$ cat src/hw/rtl/stco_pkg.sv
`timescale 1ns / 1ps
`default_nettype none
// ----------------------------------------------------------------------------
// stco_pkg
// Shared sizes, codes and types of the sample-to-chunk offset mapper.
// ----------------------------------------------------------------------------
package stco_pkg;

  localparam int MAX_RULES  = 256;
  localparam int MAX_CHUNKS = 4096;

  // table address widths and widths of counts that can reach the table depth
  localparam int RULE_AW  = $clog2(MAX_RULES);
  localparam int CHUNK_AW = $clog2(MAX_CHUNKS);
  localparam int RULE_CW  = $clog2(MAX_RULES + 1);
  localparam int CHUNK_CW = $clog2(MAX_CHUNKS + 1);

  // register map
  localparam logic REG_RULE_COUNT  = 1'b0;
  localparam logic REG_CHUNK_COUNT = 1'b1;

  typedef enum logic [1:0] {
    ACT_LOAD_RULE  = 2'd0,
    ACT_LOAD_CHUNK = 2'd1,
    ACT_RESTART    = 2'd2,
    ACT_MAP_SAMPLE = 2'd3
  } action_t;

  localparam logic STATUS_MAPPED   = 1'b0;
  localparam logic STATUS_PAST_END = 1'b1;

  // register values as the mapper sees them, plus write strobes
  typedef struct packed {
    logic [RULE_CW-1:0]  rules_used;
    logic [CHUNK_CW-1:0] chunks_used;
    logic                rule_wr;
    logic                chunk_wr;
  } cfg_t;

  // one result word with its load strobe
  typedef struct packed {
    logic        load;
    logic [63:0] sample_offset;
    logic [31:0] sample_number;
    logic [11:0] chunk_number;
    logic        status;
  } res_t;

endpackage
`default_nettype wire

$ cat src/hw/rtl/stco_cfg.sv
`timescale 1ns / 1ps
`default_nettype none
// ----------------------------------------------------------------------------
// stco_cfg
// APB register file: rule_count and chunk_count, saturated for the mapper.
// ----------------------------------------------------------------------------
module stco_cfg
  import stco_pkg::*;
(
  input  wire logic        clk,
  input  wire logic        rst,
  input  wire logic        psel,
  input  wire logic        penable,
  input  wire logic        pwrite,
  input  wire logic [2:0]  paddr,
  input  wire logic [31:0] pwdata,
  output logic      [31:0] prdata,
  output logic             pready,
  output cfg_t             cfg
);

  logic [8:0]  rule_count;
  logic [12:0] chunk_count;
  logic        wr;

  assign pready = 1'b1;
  assign wr     = psel && penable && pwrite && pready;

  always_ff @(posedge clk) begin
    if (rst) begin
      rule_count  <= '0;
      chunk_count <= '0;
    end else if (wr) begin
      if (paddr[2] == REG_RULE_COUNT) begin
        rule_count <= pwdata[8:0];
      end else begin
        chunk_count <= pwdata[12:0];
      end
    end
  end

  always_comb begin
    if (paddr[2] == REG_RULE_COUNT) begin
      prdata = {23'd0, rule_count};
    end else begin
      prdata = {19'd0, chunk_count};
    end
  end

  always_comb begin
    cfg.rules_used  = (32'(rule_count) > 32'(MAX_RULES)) ? RULE_CW'(MAX_RULES)
                                                         : RULE_CW'(rule_count);
    cfg.chunks_used = (32'(chunk_count) > 32'(MAX_CHUNKS)) ? CHUNK_CW'(MAX_CHUNKS)
                                                           : CHUNK_CW'(chunk_count);
    cfg.rule_wr     = wr && (paddr[2] == REG_RULE_COUNT);
    cfg.chunk_wr    = wr && (paddr[2] == REG_CHUNK_COUNT);
  end

endmodule
`default_nettype wire

$ cat config.mk
export PLATFORM = sky130hd
export DESIGN_NAME = stco_cfg
export DESIGN_NICKNAME = d
export VERILOG_FILES = /design/src/hw/rtl/stco_pkg.sv /design/src/hw/rtl/stco_cfg.sv
export SDC_FILE = /design/constraint.sdc
export NUM_CORES = 1
export LEC_CHECK = 0
export BUFFER_PORTS_ARGS = -buffer_cell sky130_fd_sc_hd__buf_2
export CORE_MARGIN = 4
export CORE_UTILIZATION = 41
export DETAILED_ROUTE_END_ITERATION = 8
export HOLD_SLACK_MARGIN = 0.1
export PLACE_DENSITY = 0.86
export SLEW_MARGIN = 0
export SYNTH_ARGS = -nofsm -noshare
export SYNTH_HDL_FRONTEND = slang
export SYNTH_SLANG_ARGS = --single-unit
$ cat constraint.sdc
create_clock -name clk -period 1.2 [get_ports clk]
set_clock_uncertainty 0.15 [all_clocks]
set_input_delay 0.12 -clock clk [delete_from_list [all_inputs] [get_ports clk]]
set_output_delay 0.12 -clock clk [all_outputs]
set_load 0.02 [all_outputs]
==> Yosys cells after proc, flatten, opt, wreduce, memory -nomap -nowiden <==
Index checks and enable logic that the tools add are counted.
{ "op_classes": {"add_sub_neg": 0, "n_mul": 0, "div": 0, "order_cmp": 2, "eq_ne": 0, "n_shift": 0, "muxes": 3, "n_bitwise": 1, "n_reduce_logical": 6} }
{ "op_table": {"columns": ["cell", "count"], "rows": [
  ["$mux 13", 2],
  ["$gt 13x13->1 const B", 1],
  ["$gt 9x9->1 const B", 1],
  ["$mux 9", 1],
  ["$logic_and 1x1->1", 4],
  ["$reduce_and 2->1", 2],
  ["$not 1->1", 1]
]} }
{ "totals": {"ff_bits": 22, "latchBits": 0, "ramBits": 0, "mem_bits_ro": 0, "in_bits": 40, "out_inout_bits": 57, "wordCells": 14, "n_memories": 0} }

==> Longest topological paths before layout <==
Gate-level depths: netlist of the first run.
{ "logic_depth": {"ltp_word": 3, "ltp_mapped": 4, "mapped_depth_nobuf": 2} }

==> Least setup slack after synthesis of the first run <==
Ideal clock, no wire load.
{ "synth_path": {"path_type": "flip-flop to output port", "start": "register chunk_count[12]", "end": "output port prdata[12]", "arrival_ns": 0.919, "required_time_ns": 0.930, "setup_slack_ns": 0.011, "path_stages_with_launch": 3, "path_buffers": 1, "cell_sequence": "dfxtp_1 > clkbuf_1 > and2_1"} }
{ "synth_via": {"elab_chain_len": 1} }
{ "synth_lines": {"columns": ["item", "line_no", "rtl"], "rows": [
  ["start: declaration", "stco_cfg.sv:23", "logic [12:0] chunk_count;"],
  ["start signal: assignment", "stco_cfg.sv:37", "chunk_count <= pwdata[12:0];"],
  ["$mux 13", "stco_cfg.sv:43", "if (paddr[2] == REG_RULE_COUNT) begin"],
  ["end: declaration", "stco_cfg.sv:17", "output logic [31:0] prdata,"]
]} }
No other way between the ends.

==> run metrics, run 1 <==
result of the run=complete, but fails checks; failing checks=setup timing; Hold Crit Class=primary input to flop; Tmin final=1.36 ns; largest net degree at the start of global routing=36; Max Cap Viol=0; PD cells=712 nW/um^2; FF-to-FF Start=chunk_count[12]; endpoints failing setup=32; FMAX=between 700 and 800 MHz; Final Hold Fails=0; first-pass GRT wire length=5.30 mm; post-DP HPWL=about 2.2 mm; Hold WS=0.131 ns; Core Area=~3100 um^2; CP Capture Point=cfg[15]; Clock transition at path regs=0.12 ns; placed cell areas=1660 um^2; Final Instance Area=2150 um^2; Synth area leaders=dfxtp_1, mux2i_1, nand2b_1; initial antenna violation count=0; FF-to-FF End=chunk_count[12]; crit path from=rule_count[8]; drt first pass iters=3; clk buf depth=2; Yosys top cell area share=32.0%; Sink Count=22; Leakage=about 0.0011 uW; vias in the first global route=1161; CTS buffer count=3; Synth Register Bits=22; Max VDD drop=0.372 mV; cell area after synthesis=1380 um^2; root cell of the clock tree=clkbuf_4; required time of the worst setup path=between 0.9 and 1 ns; max-slew violation count=0; H-tree level count=1; ratio of cells with drive above 1 in the final layout=51.1%; Skew-Pair Late Insertion Delay=0.30 ns; Setup CP Type=flop to primary output; final worst slack=-0.165 ns; CP arrival=approximately 1.1 ns; leading cell types in the layout, fill and taps excluded=nand2b_1, buf_6, mux2i_1; diode count=0; row count=20; post-route DRC violation count=0; vias per cell=4.33; routability cong.=0.669; total number of vias=1147; Total Routing Usage GR=15.8%; crit start category=flop; worst-path fanout max=5; Die Area=4350 um^2; syn avg cell area=9.30 um^2; Routed WL per cell=13.4 um; PortBufs=55; CTS tree=done; Initial DRC Count=80; setup TNS=-4.01 ns; Yosys top cell by area=dfxtp_1; YS warnings=0; period utilisation layout=114%; Die Span Y=65.9 um; WL final=3.55 mm; leading cell type in the layout, fill and taps excluded=nand2b_1; Yosys cell types=14; crit end category=primary output; post-synthesis sequential area ratio=about 32%; GRT overflow=0; R2R setup slack=0.31 ns; post-synthesis cell count=roughly 150; Starting Density=44.0%; worst reg-to-reg path cell count=3; RSZ-0062 raised after global routing=true; final net count=262; antenna viol nets, final=0; die width=65.9 um; I/O pin cnt=97; Core Util, Final=68.7%; synthesis-to-layout area growth=56.2%
==> registers in the layout, indices dropped and copies added, names as in the netlist <==
name / cells
chunk_count: 13
rule_count: 9
==> synthesized netlist by cell type <==
library cell and n:
buf_2 1, nand2b_1 35, dfxtp_1 22, mux2i_1 22, clkbuf_1 7, buf_4 22, and2_1 4, conb_1 2
nor2b_1 20, buf_12 1, nand4b_1 1, and4_1 1, mux2_2 9, inv_1 1
==> cell families after synthesis <==
| family | share of synthesized area, % |
|---|---|
| buffers and inverters | 16.0 |
| muxes | 23.4 |
| and+or+nand+nor | 28.1 |
| other | 0.546 |
| DFF | 32.0 |
==> critical path, cell delays in order (launching register included) <==
cell     delay, ns
dfxtp_4       0.38
buf_6         0.14
nor2b_1       0.12
buf_4         0.15
==> worst min path at each step <==
stage               start         endpoint  slack [ns]  cells past startpoint
6_report              rst    rule_count[8]        0.13                      4
5_1_grt               rst   chunk_count[0]        0.13                      4
4_1_cts               rst   chunk_count[0]        0.11                      4
3_5_place_dp   pwdata[12]  chunk_count[12]        0.25                      3
3_3_place_gp   pwdata[11]  chunk_count[11]        0.23                      3
2_1_floorplan  pwdata[10]  chunk_count[10]        0.13                      2
==> layer usage <==
layer / part of all wire [%] / global-route usage, % / wire length (um) / up-vias
li1: - / - / - / 575
met1: 39 / 17.7 / 1380 / 527
met4: 1.2 / 5.08 / 42 / 0
met3: 5.8 / 2.55 / 207 / 4
met5: 0 / 0 / 0 / -
met2: 54 / 30.0 / 1920 / 41
==> what timing repair did <==
action	in CTS	in global routing
setup endpoints to repair	35	35
hold buffers	13	0
endpoints found under the hold margin	22	0
buffers inserted	3	3
resized for setup	66	41
==> power breakdown <==
part           switching, uW  internal [uW]  leakage [uW]
Clock                    225            185     0.0000210
Sequential              12.1            745      0.000188
Combinational            185            178      0.000845
Total                    422           1110       0.00105
==> cell type report <==
type | instances | area (um^2)
Inverter | 1 | 3.75
Clock buffer | 4 | 36.3
Fill cell | 267 | 978
Tap cell | 44 | 55.1
Sequential cell | 22 | 470
Timing Repair Buffer | 82 | 722
Multi-Input combinational cell | 112 | 862
==> per-stage QoR <==
stage | power, uW | instances | setup slack (ns)
floorplan | 1010 | 166 | 0.0107
global placement | 1050 | 243 | 0.0497
detailed placement | 1060 | 243 | 0.0413
CTS | 1520 | 262 | -0.152
global route | 1600 | 265 | -0.224
finish | 1530 | 265 | -0.165
Note: power is estimated with default switching activity, not from simulation.
==> inputs of run 2 (changes only) <==
Settings changed: HOLD_SLACK_MARGIN 0.1 to unset, SETUP_SLACK_MARGIN set to 0.15.
==> run metrics, run 2 (synthesis gave the netlist of run 1 again) <==
Hold Crit Class=primary input to flop; post-route DRC violation count=0 (unchanged); Final Instance Area=2180 um^2 (+1.5%); Core Area=3130 um^2 (unchanged); met1 Usage GRT=19.0% (+1.3 points); CTS buffer count=3 (unchanged); endpoints failing setup=32 (unchanged); Max Cap Viol=0 (unchanged); Final Hold Fails=0 (unchanged); FMAX=746 MHz (+1.8%); vias per cell=4.34 (+0.17%); CTS tree=done; antenna viol nets, final=0 (unchanged); failing checks=setup timing; die width=65.9 um (unchanged); Setup CP Type=flop to primary output; PortBufs=55 (unchanged); leading cell type in the layout, fill and taps excluded=nand2b_1; PD cells=706 nW/um^2 (-0.78%); Clock transition at path regs=0.13 ns (about the same); first-pass GRT wire length=5.56 mm (+4.9%); GRT overflow=0 (unchanged); drt first pass iters=4 (+1); CP arrival=1.07 ns (-0.02 ns); diode count=0 (unchanged); H-tree level count=1 (unchanged); sw frac=27.7% (+0.12 points); Routed WL per cell=13.5 um (+0.43%); Top Registers=chunk_count x13, rule_count x9; row count=20 (unchanged); worst slack at placement=0.0485 ns (+0.00723 ns); synthesis-to-layout area growth=58.5%; I/O pin cnt=97 (unchanged); total number of vias=1175 (+2.4%); Die Span Y=65.9 um (unchanged); Total Routing Usage GR=16.8% (+0.98 points); max-slew violation count=0 (unchanged); largest net degree at the start of global routing=36 (unchanged); required time of the worst setup path=0.93 ns (about the same); post-route non-filler standard cell count=271 (+2.3%); Internal=1110 uW (+0.55%); clock share of power=26.8% (about the same); Die Area=4350 um^2 (unchanged); final net count=268 (+2.3%); final worst slack=-0.141 ns (+0.0238 ns); combinational share of power=23.9% (about the same); Skew-Pair Late Insertion Delay=0.30 ns (about the same); largest reg by FF count=chunk_count; worst-path fanout max=3 (-2); Initial DRC Count=41 (-49%); fill cell count=239 (-10%); Starting Density=44.0% (unchanged); clk buf depth=2 (unchanged); vias in the first global route=1207 (+4.0%); Sink Count=22 (unchanged); Placed Cells incl. Taps=243 (unchanged); Leakage=0.00108 uW (+2.4%); root cell of the clock tree=clkbuf_4; WL final=3.65 mm (+2.7%); placed cell areas=1650 um^2 (-0.75%); GR Util met2=32.3% (+2.3 points); period utilisation layout=112% (-2.0 points); RSZ-0062 raised after global routing=true; result of the run=complete, but fails checks; Tmin final=1.34 ns (-0.0238 ns); routability cong.=0.705 (+5.4%); Psw=427 uW (+1.2%); leading cell types in the layout, fill and taps excluded=nand2b_1, buf_4, buf_6; M3 GR Usage=3.06% (+0.51 points); sequential share of power=49.3% (-0.2 points); crit start category=flop; initial antenna violation count=0 (unchanged); gr busiest metal=met2; max reg flops=13 (unchanged); ratio of cells with drive above 1 in the final layout=53.3% (+2.2 points); post-DP HPWL=2.23 mm (+2.8%); crit end category=primary output; Max VDD drop=0.386 mV (+3.8%)
## run 2: cell types whose count changed in the layout (fill, tap and decap cells not counted), sizes merged
cell,change
buf,+6
## run 2: final cells by class
class / instances / area [um^2] / share of cell area, %
Multi-Input combinational cell: 112 / 853 / 39.1
Timing Repair Buffer: 88 / 768 / 35.2
Sequential cell: 22 / 465 / 21.3
Tap cell: 44 / 55.1 / 2.52
Clock buffer: 4 / 36.3 / 1.66
Inverter: 1 / 3.75 / 0.172
## run 2: path summary, 6_finish.rpt
path | startpoint | endpoint | slack (ns) | cells past startpoint
setup / recovery | rule_count[8] | prdata[8] | -0.14 | 2
hold / removal | rst | chunk_count[4] | 0.11 | 4
hold reg to reg | chunk_count[6] | chunk_count[6] | 0.34 | 2
setup reg to reg | rule_count[2] | rule_count[2] | 0.21 | 4
## run 2: routing by layer
metal / vias up / part of all wire (%)
li1: 590 / -
met1: 543 / 39
met2: 38 / 54
met3: 4 / 5.4
met4: 0 / 1.3
met5: - / 0
## run 2: repair_timing
action,4_1_cts,5_1_grt
hold endpoints to repair,22,0
setup endpoints to repair,37,36
hold buffers,13,0
buffers inserted,8,3
gates resized for setup,81,23
## run 2: worst max-delay path, cell delays in order (launching register included)
cell,delay [ns]
dfxtp_2,0.36
mux2_4,0.27
buf_6,0.13
## run 2: power by group through the flow
stage	Sequential (uW)	Clock, uW	Combinational (uW)
floorplan	770	0	242
global placement	772	0	275
detailed placement	773	0	278
CTS	759	418	350
global route	763	444	395
finish	760	413	368
## run 2: metrics by stage
| stage | util (%) | hold slack (ns) | setup TNS (ns) | total power (uW) |
|---|---|---|---|---|
| after CTS | 66.6 | 0.120 | -3.70 | 1530 |
| after floorplan | - | 0.125 | 0 | 1010 |
| after detailed placement | 52.8 | 0.244 | 0 | 1050 |
| after global placement | 52.8 | 0.236 | 0 | 1050 |
| after global routing | 69.8 | 0.135 | -5.01 | 1600 |
| final | 69.8 | 0.113 | -3.74 | 1540 |
