`src/hw/rtl/stco_pkg.sv`:
```
`timescale 1ns / 1ps
`default_nettype none
// ----------------------------------------------------------------------------
// stco_pkg
// Shared sizes, codes and types of the sample-to-chunk offset mapper.
// ----------------------------------------------------------------------------
package stco_pkg;

  localparam int MAX_RULES  = 256;
  localparam int MAX_CHUNKS = 4096;

  // table address widths and widths of counts that can reach the table depth
  localparam int RULE_AW  = $clog2(MAX_RULES);
  localparam int CHUNK_AW = $clog2(MAX_CHUNKS);
  localparam int RULE_CW  = $clog2(MAX_RULES + 1);
  localparam int CHUNK_CW = $clog2(MAX_CHUNKS + 1);

  // register map
  localparam logic REG_RULE_COUNT  = 1'b0;
  localparam logic REG_CHUNK_COUNT = 1'b1;

  typedef enum logic [1:0] {
    ACT_LOAD_RULE  = 2'd0,
    ACT_LOAD_CHUNK = 2'd1,
    ACT_RESTART    = 2'd2,
    ACT_MAP_SAMPLE = 2'd3
  } action_t;

  localparam logic STATUS_MAPPED   = 1'b0;
  localparam logic STATUS_PAST_END = 1'b1;

  // register values as the mapper sees them, plus write strobes
  typedef struct packed {
    logic [RULE_CW-1:0]  rules_used;
    logic [CHUNK_CW-1:0] chunks_used;
    logic                rule_wr;
    logic                chunk_wr;
  } cfg_t;

  // one result word with its load strobe
  typedef struct packed {
    logic        load;
    logic [63:0] sample_offset;
    logic [31:0] sample_number;
    logic [11:0] chunk_number;
    logic        status;
  } res_t;

endpackage
`default_nettype wire

```
`src/hw/rtl/stco_out_reg.sv`:
```
`timescale 1ns / 1ps
`default_nettype none
// ----------------------------------------------------------------------------
// stco_out_reg
// Output register holding one result word until the receiver takes it.
// ----------------------------------------------------------------------------
module stco_out_reg
  import stco_pkg::*;
(
  input  wire logic        clk,
  input  wire logic        rst,
  input  wire res_t        res,
  output logic             out_free,
  output logic             out_valid,
  input  wire logic        out_stall,
  output logic      [63:0] sample_offset,
  output logic      [31:0] sample_number,
  output logic      [11:0] chunk_number,
  output logic             status
);

  assign out_free = !out_valid || !out_stall;

  always_ff @(posedge clk) begin
    if (rst) begin
      out_valid <= 1'b0;
    end else if (res.load) begin
      out_valid <= 1'b1;
    end else if (!out_stall) begin
      out_valid <= 1'b0;
    end
  end

  always_ff @(posedge clk) begin
    if (res.load) begin
      sample_offset <= res.sample_offset;
      sample_number <= res.sample_number;
      chunk_number  <= res.chunk_number;
      status        <= res.status;
    end
  end

endmodule
`default_nettype wire

```
`config.mk`:
```
export PLATFORM = sky130hd
export DESIGN_NAME = stco_out_reg
export DESIGN_NICKNAME = d
export VERILOG_FILES = /design/src/hw/rtl/stco_pkg.sv /design/src/hw/rtl/stco_out_reg.sv
export SDC_FILE = /design/constraint.sdc
export NUM_CORES = 1
export LEC_CHECK = 0
export BUFFER_PORTS_ARGS = -buffer_cell sky130_fd_sc_hd__buf_2
export CAP_MARGIN = 10
export CORE_MARGIN = 1.5
export CORE_UTILIZATION = 41
export CTS_CLUSTER_DIAMETER = 30
export CTS_CLUSTER_SIZE = 10
export DETAILED_ROUTE_END_ITERATION = 7
export MAX_ROUTING_LAYER = met4
export PLACE_DENSITY_LB_ADDON = 0.12
export SYNTH_ARGS = -nofsm -noshare
export SYNTH_HDL_FRONTEND = slang
export SYNTH_SLANG_ARGS = --single-unit
```
`constraint.sdc`:
```
create_clock -name clk -period 0.8 [get_ports clk]
set_input_delay 0.2 -clock clk [delete_from_list [all_inputs] [get_ports clk]]
set_output_delay 0.2 -clock clk [all_outputs]
set_load 0.05 [all_outputs]
```
Word level (Yosys, flattened, before mapping):

Index checks and enable logic that the tools add are counted.

* reductions and logical operators: 3
* equal/unequal tests: 1
* mux-type cells: 2

Operators with widths (number)
* 1-bit zero test: 2
* 1-bit 2-to-1 mux: 2
* 2-bit != test, second input constant: 1
* 1-bit logical OR: 1

* word-level logic and storage cells: 11
* input port bits: 113
* flip-flop bits (word level): 110

Logic depth before layout (Yosys ltp):

Gate-level depths: netlist of the first run.

* depth after elaboration: 2
* gate-level depth with buffers: 2

Worst setup path before layout of the first run:

OpenSTA, ideal clock, no wires.

* kind: register to output
* from: reg out_valid
* to: out out_free
* data arrival time: 1060 ps
* data required time: 600 ps
* setup slack: -460 ps
* path buffers: 0
* cell stages (with the launch flop): 2
* cell sequence: dfxtp_1 -> nand2_1

* word-level cells in the longest chain between the ends: 2

Ends and longest elaborated chain
* from (decl): line stco_out_reg.sv:14 `output logic out_valid,`
* from (signal assigned): line stco_out_reg.sv:26 `out_valid <= 1'b0;`
* from (signal assigned): line stco_out_reg.sv:28 `out_valid <= 1'b1;`
* from (signal assigned): line stco_out_reg.sv:30 `out_valid <= 1'b0;`
* 1-bit zero test: line stco_out_reg.sv:22 `assign out_free = !out_valid || !out_stall;`
* 1-bit logical OR: line stco_out_reg.sv:22
* to (decl): line stco_out_reg.sv:13 `output logic out_free,`

No other way between the ends.

Final worst setup path of the first run:

* from: reg chunk_number[4]
* to: out chunk_number[4]

RTL lines
* from (decl): line stco_out_reg.sv:18 `output logic [11:0] chunk_number,`
* from (signal assigned): line stco_out_reg.sv:38 `chunk_number <= res.chunk_number;`

No word-level cell between the ends.

==> impl_results.md, run 1 <==
* Status: finished with violations
* Failing checks: negative setup slack
* Top Ports at 224
* Max FO, Critical Path at 1
* Area leader, netlist: edfxtp_1
* Final Instance Area at 6020 um^2
* Slowest stage delay, CP at 0.42 ns
* WL/cell at 16.1 um
* Avg Cell Area, Syn at 29.3 um^2
* Hold Violations, Final at 0
* Net Sw Frac at 28.9%
* Area delta synth->final at 82.1%
* Setup WS post-layout at -0.354 ns
* Logic pwr share at 23.0%
* Nets at 510
* CTS sink count at 110
* # port buffers at 223
* Sequential Power Share at 51.2%
* CTS clock-pin slew for the worst setup and hold paths at 0.10 ns
* Iter 0 DRT Violations at 63
* First-pass GRT wire length at 11,500 um
* Post-synth top area share at 99.0%
* Worst EP arrival at 0.95 ns
* Die ar. at 8610 um^2
* Die X at 92.8 um
* Root buffer cell: clkbuf_8
* TritonCTS clock tree: built
* Total grt overflow at 0
* Clock share of power at 25.8%
* # H-tree levels at 3
* Slowest stage cell, crit path: edfxtp_1
* Psw at 3980 uW
* Total wire length at 8110 um
* Via count at 2,165
* Post-synthesis sequential area ratio at 99.6%
* RSZ-0062 raised after global routing: yes
* Crit path time final at 1.15 ns
* Total GRT Usage at 19.3%
* Syn Inst Count at 113
* Layout cells sized above 1 at 60.7%
* Placed cell area at 4620 um^2
* Post-route DRC at 0
* Initial antenna violation count at 1
* Internal at 9810 uW
* CORE AREA at 7770 um^2
* ANT nets after route at 0
* Largest net degree at the start of global routing at 42
* Pre-Repair DR Iteration Count at 4
* Final period utilization at 144%
* Final setup violation count at 111
* Hpwl dp at 5230 um
* Max Freq at 0.867 GHz
* Mapped cell area at 3310 um^2
* Starting Density at 42.6%
* Cell family contributing the most delay on the critical path: flip-flops
* CP startpoint kind: flip-flop
* Vias per std cell at 4.29
* Post-synthesis register bit count at 110
* Post-Place Worst Slack at -0.113 ns
* Latest clock arrival within the worst-skew pair at 0.34 ns
* Site Rows at 32
* CTS buffer count at 9
* Synth Net Count at 226
* WHS at 0.0175 ns
* Least-Margin Pin Slew at 0.224 ns
* CP required at 0.60 ns
* Cell Pwr Density at 2290 nW/um^2
* GPL Wtd Cong at 0.773
* Max Root-Sink Buffers at 2
* Height of the die at 92.8 um
* Worst vdd ir at 1.29 mV
* Leading post-synthesis cells by cell area: edfxtp_1 99%, dfxtp_1 0.61%, a21oi_1 0.15%
* Synth warnings at 0
* Crit end category: output pin
* Worst rel slew slack at 85.1%
* Number of global-route vias before repair at 2,305
* Crit-path cells: buf_6
* Lkg Pwr at 0.00253 uW
* Post-Route Skew at 0 ns
* Bufs and invs on worst path at 1
* Setup CP Type: reg -> out
* Number of max-cap violations at 0
* Synth cell types at 5
* Hold Path Class: in -> reg
* Slew Viols, Final at 0
## cell usage in the layout, fill, tap and decap left out
cell type,n
nor2_1,1
clkinv_4,1
buf_2,111
dfxtp_4,1
diode_2,1
buf_6,109
clkinvlp_4,2
dlygate4sd3_1,47
nand2_4,1
bufinv_16,2
inv_6,1
edfxtp_1,109
clkinv_2,1
clkbuf_8,9
buf_4,1
a21oi_1,1
buf_8,2
buf_12,3
## worst register-to-register path: cells and delay by family (launching register included)
kind / cells / cell delay, ns
compound gates: 1 / 0.14
flops: 1 / 0.37
simple gates: 1 / 0.05
## registers in the layout, summed over array words and instances, names as in the netlist
name           count
sample_offset     64
sample_number     32
out_valid          1
status             1
chunk_number      12
## synth_stat cells (all sizes together)
master and n:
nor2 1, nand2 1, edfxtp 109, a21oi 1
dfxtp 1
## cell type report
type	instances	area [um^2]
multi-input combinational	3	20.0
tap	102	128
clock buffer	9	124
timing repair buffer	273	2350
fill	445	1750
sequential	110	3300
antenna	1	2.50
clock inverter	7	97.6
## metal layers
layer	GRT usage (%)	up-vias	routed length, um
met5	-	-	0
met1	19.4	991	2760
met3	3.69	23	537
li1	-	1023	-
met4	10.7	0	233
met2	34.9	128	4580
## power groups by stage
stage          sequential [uW]  combinational, uW  clock, uW
3_3_place_gp              7050               2450          0
5_1_grt                   7100               3270       3850
4_1_cts                   7050               3160       3650
2_1_floorplan             8690               13.6          0
6_report                  7050               3170       3560
3_5_place_dp              7070               2460          0
## kinds of logic (layout without fill, tap and decap cells)
logic type      count (synthesis)  count (layout)  synth area share (%)
flops                         110             110                  99.6
simple gates                    2               2                 0.227
compound gates                  1               1                 0.151
other cells                     0               1                     0
buf+inv                         0             289                     0
## through the flow
stage / utilization (%) / power (uW) / TNS (ns) / std cells
after floorplan: - / 8700 / -0.0659 / 113
after global placement: 59.5 / 9500 / -9.43 / 441
after detailed placement: 59.5 / 9520 / -9.94 / 441
after CTS: 77.3 / 13900 / -37.15 / 503
after global routing: 77.5 / 14200 / -39.11 / 505
final: 77.5 / 13800 / -34.75 / 505
## path summary, 6_finish.rpt
| kind | startpoint | to | slack [ns] | depth (start not counted) |
|---|---|---|---|---|
| worst max-delay path | chunk_number[4] | chunk_number[4] | -0.35 | 1 |
| worst min-delay path | res[70] | sample_offset[25] | 0.02 | 1 |
| worst max register to register | out_valid | out_valid | 0.13 | 2 |
| worst min register to register | out_valid | out_valid | 0.56 | 2 |
## repair_timing
item                                   CTS  global route
hold buffers                            46             1
gates resized for setup                223             1
setup buffers                            0             0
endpoints found under the hold margin   46             1
setup endpoints to repair              111           111
(Power assumes the default switching activity.)
==> inputs of run 2 (changes only) <==
--- a/config.mk
+++ b/config.mk
@@ -7,7 +7,6 @@
 export LEC_CHECK = 0
 export BUFFER_PORTS_ARGS = -buffer_cell sky130_fd_sc_hd__buf_2
 export CAP_MARGIN = 10
-export CORE_MARGIN = 1.5
 export CORE_UTILIZATION = 41
 export CTS_CLUSTER_DIAMETER = 30
 export CTS_CLUSTER_SIZE = 10
==> run 2 against run 1 <==
Against the previous run:
- the run still ends with negative setup slack left
- critical path depth is the same
- first-iteration DRC count shrank 24%
- flip-flop and latch count is the same
- highest routed layer unchanged
==> impl_results.md, run 2 (synthesis gave the netlist of run 1 again) <==
* Status: finished with violations
* Failing checks: negative setup slack
* TritonCTS clock tree: built
* Reg2Reg Depth at 2 (unchanged)
* Crit path time final at 1.16 ns (+0.00358 ns)
* Largest net degree at the start of global routing at 33 (-21%)
* Slowest stage delay, CP at 0.42 ns (about the same)
* Layout cells sized above 1 at 67.5% (+6.8 points)
* Final setup violation count at 111 (unchanged)
* CP required at 0.60 ns (about the same)
* WL/cell at 15.5 um (-3.5%)
* Die X at 91.8 um (-1.1%)
* CP startpoint kind: flip-flop
* Least-Margin Pin Slew at 0.174 ns (-0.0502 ns)
* Largest registers: sample_offset x64, sample_number x32, chunk_number x12
* Height of the die at 91.8 um (-1.1%)
* Logic pwr share at 23.2% (+0.2 points)
* Slowest stage cell, crit path: edfxtp_1
* Total GRT Usage at 16.7% (-2.6 points)
* Psw at 3910 uW (-1.8%)
* Crit-path cells: buf_6
* Worst vdd ir at 1.28 mV (-0.87%)
* Pre-Repair DR Iteration Count at 3 (-1)
* Post-Route Skew at 0 ns (unchanged)
* Commonest cells after routing, fill and taps aside: 111 x buf_2, 109 x edfxtp_1, 109 x buf_6, 9 x clkbuf_8, 6 x dlygate4sd3_1
* Net Sw Frac at 30.2% (+1.3 points)
* Total wire length at 7210 um (-11%)
* Final core utilization at 71.7% (-5.8 points)
* CTS clock-pin slew for the worst setup and hold paths at 0.10 ns (about the same)
* Nets at 471 (-7.6%)
* Iter 0 DRT Violations at 48 (-24%)
* Crit end category: output pin
* Starting Density at 42.6% (unchanged)
* Site Rows at 32 (unchanged)
* Setup CP Type: reg -> out
* Max FO, Critical Path at 1 (unchanged)
* Setup WS post-layout at -0.357 ns (-0.00358 ns)
* CTS buffer count at 9 (unchanged)
* Via count at 2,014 (-7.0%)
* Cell family contributing the most delay on the critical path: flip-flops
* Hold Violations, Final at 0 (unchanged)
* Post-CTS Setup Bufs at 0 (unchanged)
* Die ar. at 8430 um^2 (-2.1%)
* ANT nets after route at 0 (unchanged)
* Final period utilization at 145% (+0.45 points)
* Max Root-Sink Buffers at 2 (unchanged)
* Slew Viols, Final at 0 (unchanged)
* Worst hold start: res[38]
* Initial antenna violation count at 0 (-1)
* First-pass GRT wire length at 9830 um (-14%)
* Layout filler cell count at 504 (+13%)
* R2R Path Start: out_valid
* Worst EP arrival at 0.96 ns (about the same)
* Cell Pwr Density at 2330 nW/um^2 (+1.5%)
* Clock share of power at 22.4% (-3.4 points)
* CTS sink count at 110 (unchanged)
* Total grt overflow at 0 (unchanged)
* FF-to-FF End: out_valid
* Bufs and invs on worst path at 1 (unchanged)
* Internal at 9050 uW (-7.7%)
* Root buffer cell: clkbuf_8
* Top Ports at 224 (unchanged)
* Worst rel slew slack at 88.4% (+3.3 points)
* Vias per std cell at 4.33 (+1.0%)
* Sequential Power Share at 54.4% (+3.2 points)
* Area delta synth->final at 68.5%
* Number of global-route vias before repair at 1,965 (-15%)
* WHS at 0.0105 ns (-0.00697 ns)
* Endpoint of the worst hold path: sample_number[25]
* Hpwl dp at 5120 um (-2.3%)
* Most flop-heavy register: sample_offset
* RSZ-0062 raised after global routing: yes
* Lkg Pwr at 0.00235 uW (-7.1%)
* Ant. Diodes at 0 (-1)
* R2r setup slk at 0.17 ns (+0.04 ns)
* Hold Path Stages at 1 (unchanged)
* GPL Wtd Cong at 0.670 (-13%)
* Leading cell type in the layout, fill and taps excluded: buf_2
* Number of max-cap violations at 0 (unchanged)
* CORE AREA at 7770 um^2 (unchanged)
* # H-tree levels at 3 (unchanged)
* Post-route DRC at 0 (unchanged)
* Number of flip-flops in the largest register at 64 (unchanged)
* # port buffers at 223 (unchanged)
* Max Freq at 0.864 GHz (-0.31%)
* Hold Path Class: in -> reg
* Latest clock arrival within the worst-skew pair at 0.35 ns (about the same)
run 2: worst max path at each step:
stage / from / end / slack (ns) / depth (start not counted)
2_1_floorplan: chunk_number[0] / chunk_number[0] / -0.0006 / 0
3_3_place_gp: res[109] / sample_number[11] / -0.1 / 2
3_5_place_dp: res[109] / sample_offset[46] / -0.10 / 2
4_1_cts: sample_offset[55] / sample_offset[55] / -0.36 / 1
5_1_grt: sample_offset[48] / sample_offset[48] / -0.38 / 1
6_report: sample_offset[53] / sample_offset[53] / -0.36 / 1
run 2: power groups by stage:
stage          combinational [uW]  clock (uW)  sequential [uW]
2_1_floorplan                13.6           0             8690
3_3_place_gp                 2450           0             7050
3_5_place_dp                 2460           0             7070
4_1_cts                      2990        2990             7050
5_1_grt                      3090        3170             7090
6_report                     3010        2900             7050
run 2: per-layer routing:
metal	wire (um)	vias to the layer above	global-route usage, %
li1	-	945	-
met1	2600	931	17.3
met2	3940	126	30.1
met3	508	12	4.31
met4	154	0	7.03
met5	0	-	-
run 2: final cells by class:
type / count / area (um^2) / area share (%)
clock buffers: 9 / 124 / 2.22
clock inverters: 7 / 47.5 / 0.853
multi-input cells: 3 / 20.0 / 0.359
flip-flops and latches: 110 / 3300 / 59.2
well taps: 102 / 128 / 2.29
repair buffers: 234 / 1960 / 35.1
run 2: through the flow:
step / TNS (ns) / cells / setup slack [ns] / cell area [um^2] / total power [uW]
2_1_floorplan: -0.0659 / 113 / -0.000605 / 3320 / 8700
3_3_place_gp: -9.23 / 443 / -0.0963 / 4640 / 9510
3_5_place_dp: -9.71 / 443 / -0.103 / 4640 / 9530
4_1_cts: -36.06 / 460 / -0.362 / 5520 / 13000
5_1_grt: -38.16 / 465 / -0.385 / 5570 / 13300
6_report: -34.48 / 465 / -0.357 / 5570 / 13000
run 2: repair_timing:
item,CTS,global route
setup endpoints to repair,111,111
gates resized for setup,223,1
hold endpoints to repair,1,5
hold buffers,1,5
